[config.mk]
export PLATFORM = sky130hd
export DESIGN_NAME = level_alarm_cooldown_stats_flat
export DESIGN_NICKNAME = d
export VERILOG_FILES = /design/src/hw/rtl/lacs_pkg.sv /design/src/hw/rtl/lacs_if.sv /design/src/hw/rtl/lacs_ctrl.sv /design/src/hw/rtl/lacs_dp.sv /design/src/hw/rtl/level_alarm_cooldown_stats.sv /design/src/flat_wrapper.sv
export SDC_FILE = /design/constraint.sdc
export NUM_CORES = 2
export LEC_CHECK = 0
export ABC_CLOCK_PERIOD_IN_PS = 7850
export BUFFER_PORTS_ARGS = -buffer_cell sky130_fd_sc_hd__buf_4
export CORE_MARGIN = 1.5
export CORE_UTILIZATION = 40
export DETAILED_ROUTE_END_ITERATION = 16
export PLACE_DENSITY = 0.69
export SYNTH_ARGS = -nofsm -noshare
export SYNTH_HDL_FRONTEND = slang
export SYNTH_SLANG_ARGS = --single-unit
[constraint.sdc]
create_clock -name clk -period 7.85 [get_ports clk]
set_input_delay 0.785 -clock clk [delete_from_list [all_inputs] [get_ports clk]]
set_output_delay 0.785 -clock clk [all_outputs]
set_load 0.02 [all_outputs]
[src/hw/rtl/lacs_pkg.sv]
`default_nettype none
// ----------------------------------------------------------------------------
// lacs_pkg: shared types and constants for the level alarm block
// Field widths, class codes, register indexes, controller states and the
// command and status bundles between the controller and the datapath.
// ----------------------------------------------------------------------------
package lacs_pkg;

	localparam int LEVEL_W = 10;
	localparam int TREND_W = 3;
	localparam int TIME_W  = 32;
	localparam int COUNT_W = 32;
	localparam int CLASS_W = 2;
	localparam int CFG_IDX_W  = 3;
	localparam int CFG_DATA_W = 32;
	localparam int ACC_W = LEVEL_W + COUNT_W;
	localparam int DIV_STEPS = LEVEL_W;
	localparam int DIV_CNT_W = $clog2(DIV_STEPS);

	localparam logic [LEVEL_W-1:0] LOW_THR_RST  = LEVEL_W'(70);
	localparam logic [LEVEL_W-1:0] CRIT_THR_RST = LEVEL_W'(54);
	localparam logic [LEVEL_W-1:0] HIGH_THR_RST = LEVEL_W'(250);
	localparam logic [TIME_W-1:0]  CRIT_COOL_RST = TIME_W'(300000);
	localparam logic [TIME_W-1:0]  NORM_COOL_RST = TIME_W'(1800000);
	localparam logic [COUNT_W-1:0] COUNT_MAX = '1;

	typedef enum logic [CLASS_W-1:0] {
		CLS_NONE     = 2'd0,
		CLS_LOW      = 2'd1,
		CLS_CRITICAL = 2'd2,
		CLS_HIGH     = 2'd3
	} class_t;

	typedef enum logic [CFG_IDX_W-1:0] {
		REG_LOW_THR   = 3'd0,
		REG_CRIT_THR  = 3'd1,
		REG_HIGH_THR  = 3'd2,
		REG_ALERTS_ON = 3'd3,
		REG_CRIT_COOL = 3'd4,
		REG_NORM_COOL = 3'd5
	} cfg_idx_t;

	typedef enum logic [2:0] {
		ST_IDLE,
		ST_CALC,
		ST_PREP,
		ST_DIV,
		ST_WRITE
	} state_t;

	typedef struct packed {
		logic load;
		logic calc;
		logic prep;
		logic step;
		logic write;
	} ctrl_cmd_t;

	typedef struct packed {
		logic out_free;
	} dp_stat_t;

	function automatic logic [COUNT_W-1:0] sat_inc(input logic [COUNT_W-1:0] v);
		return (v == COUNT_MAX) ? v : v + COUNT_W'(1);
	endfunction

endpackage
`default_nettype wire

[src/hw/rtl/lacs_if.sv]
`default_nettype none
// ----------------------------------------------------------------------------
// lacs_if: reading and result channels of the level alarm block
// Valid/ready channels; a beat moves when valid and ready are both high.
// ----------------------------------------------------------------------------
interface lacs_in_if import lacs_pkg::*; ();
	logic               valid;
	logic               ready;
	logic [LEVEL_W-1:0] level_value;
	logic [TREND_W-1:0] trend_code;
	logic [TIME_W-1:0]  now_ms;

	modport source(output valid, level_value, trend_code, now_ms, input ready);
	modport sink(input valid, level_value, trend_code, now_ms, output ready);
endinterface

interface lacs_out_if import lacs_pkg::*; ();
	logic               valid;
	logic               ready;
	logic [CLASS_W-1:0] alert_class;
	logic               alert_fired;
	logic [COUNT_W-1:0] reading_count;
	logic [COUNT_W-1:0] low_count;
	logic [COUNT_W-1:0] high_count;
	logic [COUNT_W-1:0] alerting_count;
	logic [LEVEL_W-1:0] mean_level;
	logic [LEVEL_W-1:0] alerted_level;
	logic [TREND_W-1:0] alerted_trend;

	modport source(output valid, alert_class, alert_fired, reading_count, low_count,
		high_count, alerting_count, mean_level, alerted_level, alerted_trend,
		input ready);
	modport sink(input valid, alert_class, alert_fired, reading_count, low_count,
		high_count, alerting_count, mean_level, alerted_level, alerted_trend,
		output ready);
endinterface
`default_nettype wire

[src/hw/rtl/lacs_ctrl.sv]
`default_nettype none
// ----------------------------------------------------------------------------
// lacs_ctrl: sequencer for the level alarm block
// Steps one reading through capture, multiply, setup, serial divide and
// result write-back.
// ----------------------------------------------------------------------------
module lacs_ctrl import lacs_pkg::*; (
	input  wire logic      clk,
	input  wire logic      arst_n,
	input  wire logic      in_valid,
	output logic           in_ready,
	input  wire dp_stat_t  stat,
	output ctrl_cmd_t      cmd
);

	state_t                state_q, state_nxt;
	logic [DIV_CNT_W-1:0]  cnt_q;

	always_ff @(posedge clk or negedge arst_n) begin
		if (!arst_n) begin
			state_q <= ST_IDLE;
			cnt_q   <= '0;
		end else begin
			state_q <= state_nxt;
			if (cmd.prep) begin
				cnt_q <= '0;
			end else if (cmd.step) begin
				cnt_q <= cnt_q + DIV_CNT_W'(1);
			end
		end
	end

	always_comb begin
		state_nxt = state_q;
		cmd       = '0;
		in_ready  = 1'b0;
		case (state_q)
			ST_IDLE: begin
				in_ready = 1'b1;
				if (in_valid) begin
					cmd.load  = 1'b1;
					state_nxt = ST_CALC;
				end
			end
			ST_CALC: begin
				cmd.calc  = 1'b1;
				state_nxt = ST_PREP;
			end
			ST_PREP: begin
				cmd.prep  = 1'b1;
				state_nxt = ST_DIV;
			end
			ST_DIV: begin
				cmd.step = 1'b1;
				if (cnt_q == DIV_CNT_W'(DIV_STEPS - 1)) begin
					state_nxt = ST_WRITE;
				end
			end
			ST_WRITE: begin
				if (stat.out_free) begin
					cmd.write = 1'b1;
					state_nxt = ST_IDLE;
				end
			end
			default: begin
				state_nxt = ST_IDLE;
			end
		endcase
	end

endmodule
`default_nettype wire

[src/hw/rtl/lacs_dp.sv]
`default_nettype none
// ----------------------------------------------------------------------------
// lacs_dp: datapath of the level alarm block
// Configuration registers, classification, saturating counters, alert
// state, the running-mean multiply and restoring divide, result register.
// ----------------------------------------------------------------------------
module lacs_dp import lacs_pkg::*; (
	input  wire logic                  clk,
	input  wire logic                  arst_n,
	input  wire logic                  cfg_we,
	input  wire logic [CFG_IDX_W-1:0]  cfg_index,
	input  wire logic [CFG_DATA_W-1:0] cfg_data,
	input  wire logic [LEVEL_W-1:0]    level_value,
	input  wire logic [TREND_W-1:0]    trend_code,
	input  wire logic [TIME_W-1:0]     now_ms,
	input  wire ctrl_cmd_t             cmd,
	output dp_stat_t                   stat,
	input  wire logic                  out_ready,
	output logic                       out_valid,
	output logic [CLASS_W-1:0]         alert_class,
	output logic                       alert_fired,
	output logic [COUNT_W-1:0]         reading_count,
	output logic [COUNT_W-1:0]         low_count,
	output logic [COUNT_W-1:0]         high_count,
	output logic [COUNT_W-1:0]         alerting_count,
	output logic [LEVEL_W-1:0]         mean_level,
	output logic [LEVEL_W-1:0]         alerted_level,
	output logic [TREND_W-1:0]         alerted_trend
);

	logic [LEVEL_W-1:0] low_thr_q, crit_thr_q, high_thr_q;
	logic               alerts_on_q;
	logic [TIME_W-1:0]  crit_cool_q, norm_cool_q;

	logic [LEVEL_W-1:0] level_q;
	logic [TREND_W-1:0] trend_q;
	logic [TIME_W-1:0]  now_q;
	class_t             cls_q, prev_cls_q, cls_in;

	logic [COUNT_W-1:0] total_q, below_q, above_q, flagged_q;
	logic [LEVEL_W-1:0] mean_q;
	logic [TIME_W-1:0]  prev_time_q;
	logic [LEVEL_W-1:0] saved_level_q;
	logic [TREND_W-1:0] saved_trend_q;
	logic               fired_q;

	logic [ACC_W-1:0]   prod_q;
	logic [TIME_W-1:0]  gap_q;
	logic [COUNT_W-1:0] rem_q;
	logic [LEVEL_W-1:0] quo_q;
	logic               out_valid_q;

	logic [ACC_W-1:0]   acc;
	logic [COUNT_W:0]   trial;
	logic [COUNT_W:0]   trial_diff;
	logic               trial_ge;
	logic [TIME_W-1:0]  cool;
	logic               fire;

	// Critical wins over low, low over high.
	always_comb begin
		if (level_value < crit_thr_q) begin
			cls_in = CLS_CRITICAL;
		end else if (level_value < low_thr_q) begin
			cls_in = CLS_LOW;
		end else if (level_value > high_thr_q) begin
			cls_in = CLS_HIGH;
		end else begin
			cls_in = CLS_NONE;
		end
	end

	assign acc        = prod_q + ACC_W'(level_q);
	assign trial      = {rem_q, quo_q[LEVEL_W-1]};
	assign trial_diff = trial - {1'b0, total_q};
	assign trial_ge   = !trial_diff[COUNT_W];
	assign cool       = (cls_q == CLS_CRITICAL) ? crit_cool_q : norm_cool_q;
	assign fire       = alerts_on_q && (cls_q != CLS_NONE) &&
		((cls_q != prev_cls_q) || (gap_q > cool));

	always_ff @(posedge clk or negedge arst_n) begin
		if (!arst_n) begin
			low_thr_q   <= LOW_THR_RST;
			crit_thr_q  <= CRIT_THR_RST;
			high_thr_q  <= HIGH_THR_RST;
			alerts_on_q <= 1'b1;
			crit_cool_q <= CRIT_COOL_RST;
			norm_cool_q <= NORM_COOL_RST;
		end else if (cfg_we) begin
			case (cfg_idx_t'(cfg_index))
				REG_LOW_THR:   low_thr_q   <= cfg_data[LEVEL_W-1:0];
				REG_CRIT_THR:  crit_thr_q  <= cfg_data[LEVEL_W-1:0];
				REG_HIGH_THR:  high_thr_q  <= cfg_data[LEVEL_W-1:0];
				REG_ALERTS_ON: alerts_on_q <= cfg_data[0];
				REG_CRIT_COOL: crit_cool_q <= cfg_data[TIME_W-1:0];
				REG_NORM_COOL: norm_cool_q <= cfg_data[TIME_W-1:0];
				default: begin
				end
			endcase
		end
	end

	always_ff @(posedge clk or negedge arst_n) begin
		if (!arst_n) begin
			total_q       <= '0;
			below_q       <= '0;
			above_q       <= '0;
			flagged_q     <= '0;
			mean_q        <= '0;
			prev_cls_q    <= CLS_NONE;
			prev_time_q   <= '0;
			saved_level_q <= '0;
			saved_trend_q <= '0;
			out_valid_q   <= 1'b0;
		end else begin
			if (cmd.load) begin
				total_q <= sat_inc(total_q);
				if (level_value < low_thr_q) begin
					below_q <= sat_inc(below_q);
				end
				if (level_value > high_thr_q) begin
					above_q <= sat_inc(above_q);
				end
				if (cls_in != CLS_NONE) begin
					flagged_q <= sat_inc(flagged_q);
				end
			end
			if (cmd.prep && fire) begin
				prev_cls_q    <= cls_q;
				prev_time_q   <= now_q;
				saved_level_q <= level_q;
				saved_trend_q <= trend_q;
			end
			if (cmd.write) begin
				mean_q      <= quo_q;
				out_valid_q <= 1'b1;
			end else if (out_ready) begin
				out_valid_q <= 1'b0;
			end
		end
	end

	// Working registers of one reading.
	always_ff @(posedge clk) begin
		if (cmd.load) begin
			level_q <= level_value;
			trend_q <= trend_code;
			now_q   <= now_ms;
			cls_q   <= cls_in;
		end
		if (cmd.calc) begin
			// On the first reading n - 1 is zero and the divide returns the level.
			prod_q <= ACC_W'(mean_q) * ACC_W'(total_q - COUNT_W'(1));
			gap_q  <= now_q - prev_time_q;
		end
		if (cmd.prep) begin
			fired_q <= fire;
			rem_q   <= acc[ACC_W-1:LEVEL_W];
			quo_q   <= acc[LEVEL_W-1:0];
		end
		if (cmd.step) begin
			rem_q <= trial_ge ? trial_diff[COUNT_W-1:0] : trial[COUNT_W-1:0];
			quo_q <= {quo_q[LEVEL_W-2:0], trial_ge};
		end
		if (cmd.write) begin
			alert_class    <= cls_q;
			alert_fired    <= fired_q;
			reading_count  <= total_q;
			low_count      <= below_q;
			high_count     <= above_q;
			alerting_count <= flagged_q;
			mean_level     <= quo_q;
			alerted_level  <= saved_level_q;
			alerted_trend  <= saved_trend_q;
		end
	end

	assign out_valid     = out_valid_q;
	assign stat.out_free = !out_valid_q || out_ready;

endmodule
`default_nettype wire

[src/hw/rtl/level_alarm_cooldown_stats.sv]
`default_nettype none
// ----------------------------------------------------------------------------
// level_alarm_cooldown_stats: level alarm with cooldown and running stats
// Classifies each reading against three thresholds, decides whether an
// alert fires under a critical or normal cooldown, and keeps saturating
// counts and a truncating running mean of the level.
//
//   Channel   Dir   Handshake          Beat contents
//   reading   in    valid / ready      level_value, trend_code, now_ms
//   result    out   valid / ready      class, fired flag, counts, mean, alert
//   cfg       in    cfg_we (no wait)   cfg_index, cfg_data
//
// After the accepting edge a reading passes through the multiply step for
// the 10x32 mean product and the time gap, the setup step for the
// accumulate and alert decision, the restoring divider that forms the ten
// mean bits, then the write into the result register. The next reading
// can be taken in the cycle after the write, so the block takes no new
// reading before the previous one is written. A new reading
// is taken once the previous one has been written, even while its result
// still waits downstream; a stalled result only holds the block in its
// write step. Reset is asynchronous and brings the configuration, counters,
// alert state and out_valid to defaults; working and result data are not.
// ----------------------------------------------------------------------------
module level_alarm_cooldown_stats import lacs_pkg::*; (
	input  wire logic                  clk,
	input  wire logic                  arst_n,
	input  wire logic                  cfg_we,
	input  wire logic [CFG_IDX_W-1:0]  cfg_index,
	input  wire logic [CFG_DATA_W-1:0] cfg_data,
	lacs_in_if.sink                    reading,
	lacs_out_if.source                 result
);

	ctrl_cmd_t cmd;
	dp_stat_t  stat;

	// The sequencer decides when a beat is taken and which datapath step runs.
	lacs_ctrl u_ctrl (
		.clk      (clk),
		.arst_n   (arst_n),
		.in_valid (reading.valid),
		.in_ready (reading.ready),
		.stat     (stat),
		.cmd      (cmd)
	);

	// The datapath holds all configuration, statistics and the result register.
	lacs_dp u_dp (
		.clk            (clk),
		.arst_n         (arst_n),
		.cfg_we         (cfg_we),
		.cfg_index      (cfg_index),
		.cfg_data       (cfg_data),
		.level_value    (reading.level_value),
		.trend_code     (reading.trend_code),
		.now_ms         (reading.now_ms),
		.cmd            (cmd),
		.stat           (stat),
		.out_ready      (result.ready),
		.out_valid      (result.valid),
		.alert_class    (result.alert_class),
		.alert_fired    (result.alert_fired),
		.reading_count  (result.reading_count),
		.low_count      (result.low_count),
		.high_count     (result.high_count),
		.alerting_count (result.alerting_count),
		.mean_level     (result.mean_level),
		.alerted_level  (result.alerted_level),
		.alerted_trend  (result.alerted_trend)
	);

	// Only one reading is in flight: no beat right after one was taken.
	a_one_in_flight: assert property (@(posedge clk) disable iff (!arst_n)
		reading.valid && reading.ready |=> !reading.ready)
		else $error("reading accepted while another is in flight");

	// The result register is only loaded when it is empty or being drained.
	a_write_free: assert property (@(posedge clk) disable iff (!arst_n)
		cmd.write |-> stat.out_free)
		else $error("result written over a pending beat");

	a_write_valid: assert property (@(posedge clk) disable iff (!arst_n)
		cmd.write |=> result.valid)
		else $error("result write did not raise valid");

	a_load_calc: assert property (@(posedge clk) disable iff (!arst_n)
		cmd.load |=> cmd.calc)
		else $error("capture not followed by the multiply step");

	a_prep_div: assert property (@(posedge clk) disable iff (!arst_n)
		cmd.prep |=> cmd.step)
		else $error("divider did not start after setup");

endmodule
`default_nettype wire
[src/flat_wrapper.sv]
// flat-port wrapper written by rule: the top's interface ports become plain ports
module level_alarm_cooldown_stats_flat import lacs_pkg::*;
  (clk, arst_n, cfg_we, cfg_index, cfg_data, reading_valid, reading_level_value, reading_trend_code, reading_now_ms, reading_ready, result_valid, result_alert_class, result_alert_fired, result_reading_count, result_low_count, result_high_count, result_alerting_count, result_mean_level, result_alerted_level, result_alerted_trend, result_ready);
  lacs_in_if reading_i ();
  lacs_out_if result_i ();
  input  wire logic clk;
  input  wire logic arst_n;
  input  wire logic cfg_we;
  input  wire logic [CFG_IDX_W-1:0] cfg_index;
  input  wire logic [CFG_DATA_W-1:0] cfg_data;
  input wire logic [$bits(reading_i.valid)-1:0] reading_valid;
  input wire logic [$bits(reading_i.level_value)-1:0] reading_level_value;
  input wire logic [$bits(reading_i.trend_code)-1:0] reading_trend_code;
  input wire logic [$bits(reading_i.now_ms)-1:0] reading_now_ms;
  output wire logic [$bits(reading_i.ready)-1:0] reading_ready;
  output wire logic [$bits(result_i.valid)-1:0] result_valid;
  output wire logic [$bits(result_i.alert_class)-1:0] result_alert_class;
  output wire logic [$bits(result_i.alert_fired)-1:0] result_alert_fired;
  output wire logic [$bits(result_i.reading_count)-1:0] result_reading_count;
  output wire logic [$bits(result_i.low_count)-1:0] result_low_count;
  output wire logic [$bits(result_i.high_count)-1:0] result_high_count;
  output wire logic [$bits(result_i.alerting_count)-1:0] result_alerting_count;
  output wire logic [$bits(result_i.mean_level)-1:0] result_mean_level;
  output wire logic [$bits(result_i.alerted_level)-1:0] result_alerted_level;
  output wire logic [$bits(result_i.alerted_trend)-1:0] result_alerted_trend;
  input wire logic [$bits(result_i.ready)-1:0] result_ready;
  assign reading_i.valid = reading_valid;
  assign reading_i.level_value = reading_level_value;
  assign reading_i.trend_code = reading_trend_code;
  assign reading_i.now_ms = reading_now_ms;
  assign reading_ready = reading_i.ready;
  assign result_valid = result_i.valid;
  assign result_alert_class = result_i.alert_class;
  assign result_alert_fired = result_i.alert_fired;
  assign result_reading_count = result_i.reading_count;
  assign result_low_count = result_i.low_count;
  assign result_high_count = result_i.high_count;
  assign result_alerting_count = result_i.alerting_count;
  assign result_mean_level = result_i.mean_level;
  assign result_alerted_level = result_i.alerted_level;
  assign result_alerted_trend = result_i.alerted_trend;
  assign result_i.ready = result_ready;
  level_alarm_cooldown_stats u_core (.clk(clk), .arst_n(arst_n), .cfg_we(cfg_we), .cfg_index(cfg_index), .cfg_data(cfg_data), .reading(reading_i), .result(result_i));
endmodule
==> results.md <==
* Htree depth at 3
* HPWL Detailed at 68,200 µm
* PD cells at 371 mW/mm²
* CP Capture Type: flop
* Synth cell types at 87
* IO Pins at approximately 240
* Share of post-route cells with drive strength above 1 at 17.0%
* Fill count at 8,923
* Final net count at 4,481
* Commonest cells after routing, fill and taps aside: inv_1 (451), nand2_1 (347), buf_4 (334), edfxtp_1 (318), fa_1 (276)
* Worst path arrival time at 7980 ps
* Area Growth Syn to Fin at 15.7%
* Status: complete, no violations
* Ys flop type: edfxtp_1
* Via density at approximately 5.1
* Area contributors post-synth: edfxtp_1 (24%), dfrtp_1 (16%), fa_1 (14%)
* Chip height at 318 µm
* First-pass GRT wire length at 147,000 µm
* Crit path max fanout at 14
* Rel. slew slack at 11.8%
* Area share of fa/ha/maj cells after synthesis at approximately a fifth
* Most common cell on crit path: fa_1
* Max Cap Viol at 0
* Cell type with the largest total area after synthesis: edfxtp_1
* Async S/R FF share, synth at 47.5%
* Wire per inst at 17.3 µm
* Post-synthesis mux area share at under 10%
* Hold buffers post-CTS at 0
* Worst Skew at 27.1 ps
* Final hold slack at 92.0 ps
* Least-Margin Pin Slew at 1310 ps
* Post-route core utilization at approximately 47%
* Total die area at slightly above 0.1 mm²
* Pins Over Slew Limit at 0
* CTS max path bufs at 3
* PortBufs at 240
* Most common cell after layout, fill and taps aside: inv_1
* Simple-gate share of the synthesized area at between 10% and 20%
* Synth warn at 0
* Clock sink count at between 600 and 700
* Minimum clock period at between 7000 and 8000 ps
* CTS tree: yes
* Maximum vdd ir drop at ~0.29 mV
* Routability-driven placement congestion ratio at 0.887
* Final antenna-violating net count at 0
* Avg Cell Area, Syn at 11.1 µm²
* Reg with most FFs: u_core.u_dp.prod_q
* Critical path class: reg -> reg
* Largest net degree at the start of global routing at 168
* Clock Latency Late Sink at around 640 ps
* Final setup vio count at 0
* Syn Nets at roughly 4,200
* DRC Markers at 0
* Cell row count at 115
* Max reg flops at 42
* CP max stage cell: xnor2_1
* EDFF count, synth at 318
* Initial DRC Count at 1,611
* Post-synthesis xor/xnor area fraction at 6.51%
* Endpoints failing hold at 0
* Main combinational cell family by area after synthesis: adder cells
* Final WL at 90,800 µm
* Sequential area share after synthesis at 42.3%
* Static Leakage at between 20 and 25 nW
* Worst path max stage delay at 620 ps
* Fmax at 132 MHz
* Num CTS Buffers at 67
* Design area at 0.0460 mm²
* Initial antenna violation count at 7
* Via count at roughly 27,000
* Grt total ovfl at 0
* CTS clk-pin slew, worst paths at 60 ps
* WP data required at 8240 ps
* First-pass DRT Iterations at 5
* Initial Utilization at 40.4%
* Total core area at 0.0984 mm²
* Period utilization at 96.7%
* Post-synthesis register bit count at 606
* CP startpoint kind: flop
* Area after DPL at 0.0435 mm²
* Worst setup margin at 259 ps
* CTS root buf: clkbuf_16
* Dpl ws at 38.8 ps
* Total GRT Usage at a little under a fifth
* Hold WC Path Type: in -> async
* Synth top area share at 24.0%
* Synth Instances at 3,587
* Syn Std Cell Area at 0.0397 mm²
* Vias in the first global route at 27,208
* Die Wd at 318 µm
* Synth Area in Compound Gates at under 10%
-- area by class of cell --
cell class	instances	area [µm²]	share of cell area, %
clock inverter	31	370	0.806
clock buffer	92	1870	4.07
sequential	606	16800	36.5
antenna	4	10.0	0.0218
tap	1287	1610	3.50
timing repair buffer	337	2550	5.55
multi-input combinational	2423	21100	45.8
inverter	455	1710	3.73
-- power by group --
part / internal, W / leakage (nW) / switching (W)
Combinational: 0.00358 / 12.7 / 0.00504
Clock: 0.00183 / 1.08 / 0.00132
Sequential: 0.00463 / 6.70 / 0.000649
Total: 0.0100 / 20.5 / 0.00702
-- worst max-delay path: cells and delay by family, from the launching register on --
family | cells | cell delay, ps
AO/OA/AOI/OAI | 8 | 1690
adder cells (fa/ha/maj) | 7 | 3250
XOR/XNOR | 2 | 680
AND/OR/NAND/NOR | 5 | 490
buffers and inverters | 7 | 880
flip-flops | 1 | 360
-- what timing repair did --
action                     4_1_cts  5_1_grt
setup buffers                    0        6
gates resized for setup          0       31
setup endpoints to repair        0        9
-- logic make-up after synthesis --
kind of cell	count (synthesis)
adders and majority gates	506
and+or+nand+nor	1024
buffers and inverters	558
DFF	606
AOI/OAI and AO/OA	435
xor gates and xnor gates	291
muxes	167
-- through the flow --
| step | setup TNS [ps] | instances | total power (W) |
|---|---|---|---|
| floorplan | 0 | 3587 | 0.0115 |
| detailed placement | 0 | 5102 | 0.0138 |
| finish | 0 | 5235 | 0.0171 |
| global route | -132 | 5235 | 0.0185 |
| global placement | 0 | 5102 | 0.0137 |
| CTS | 0 | 5225 | 0.0171 |
-- layer usage --
layer / wire, µm / vias to the layer above / track usage, % / part of all wire [%]
met5: 41 / - / 0 / 0.045
met4: 2580 / 6 / 6.12 / 2.8
met3: 5640 / 151 / 3.83 / 6.2
met2: 42600 / 687 / 29.1 / 47
met1: 39900 / 13319 / 24.4 / 44
li1: - / 12656 / - / -
-- final timing paths --
| kind | to | cells after the start | startpoint | slack [ps] |
|---|---|---|---|---|
| worst max-delay path | u_core.u_dp.prod_q[41]$_DFFE_PP_ | 29 | u_core.u_dp.total_q[0]$_DFFE_PN0P_ | 260 |
| worst min register to register | u_core.u_dp.alerted_level[7]$_DFFE_PP_ | 0 | u_core.u_dp.saved_level_q[7]$_DFFE_PN0P_ | 440 |
| max in group asynchronous | u_core.u_dp.prev_time_q[0]$_DFFE_PN0P_ | 2 | arst_n | 6430 |
| min in group clk | u_core.u_dp.now_q[31]$_DFFE_PP_ | 1 | reading_now_ms[31] | 320 |
| worst min-delay path | u_core.u_dp.above_q[30]$_DFFE_PN0P_ | 1 | arst_n | 90 |
| worst max register to register | u_core.u_dp.prod_q[41]$_DFFE_PP_ | 29 | u_core.u_dp.total_q[0]$_DFFE_PN0P_ | 260 |
-- synthesized netlist by cell type (26+ instances only) --
master    instances
a21o_1           72
a21oi_1         110
and2_1          164
and3_1           46
clkbuf_1         83
dfrtp_1         255
dfstp_2          33
edfxtp_1        318
fa_1            276
ha_1            230
inv_1           453
mux2_2          124
mux2i_1          43
nand2_1         349
nand3_1          90
nand4_1          56
nor2_1          126
nor2b_1          52
nor3_1           43
o21a_1           26
o21ai_0         108
xnor2_1         212
xor2_1           74
(Power assumes the default switching activity.)
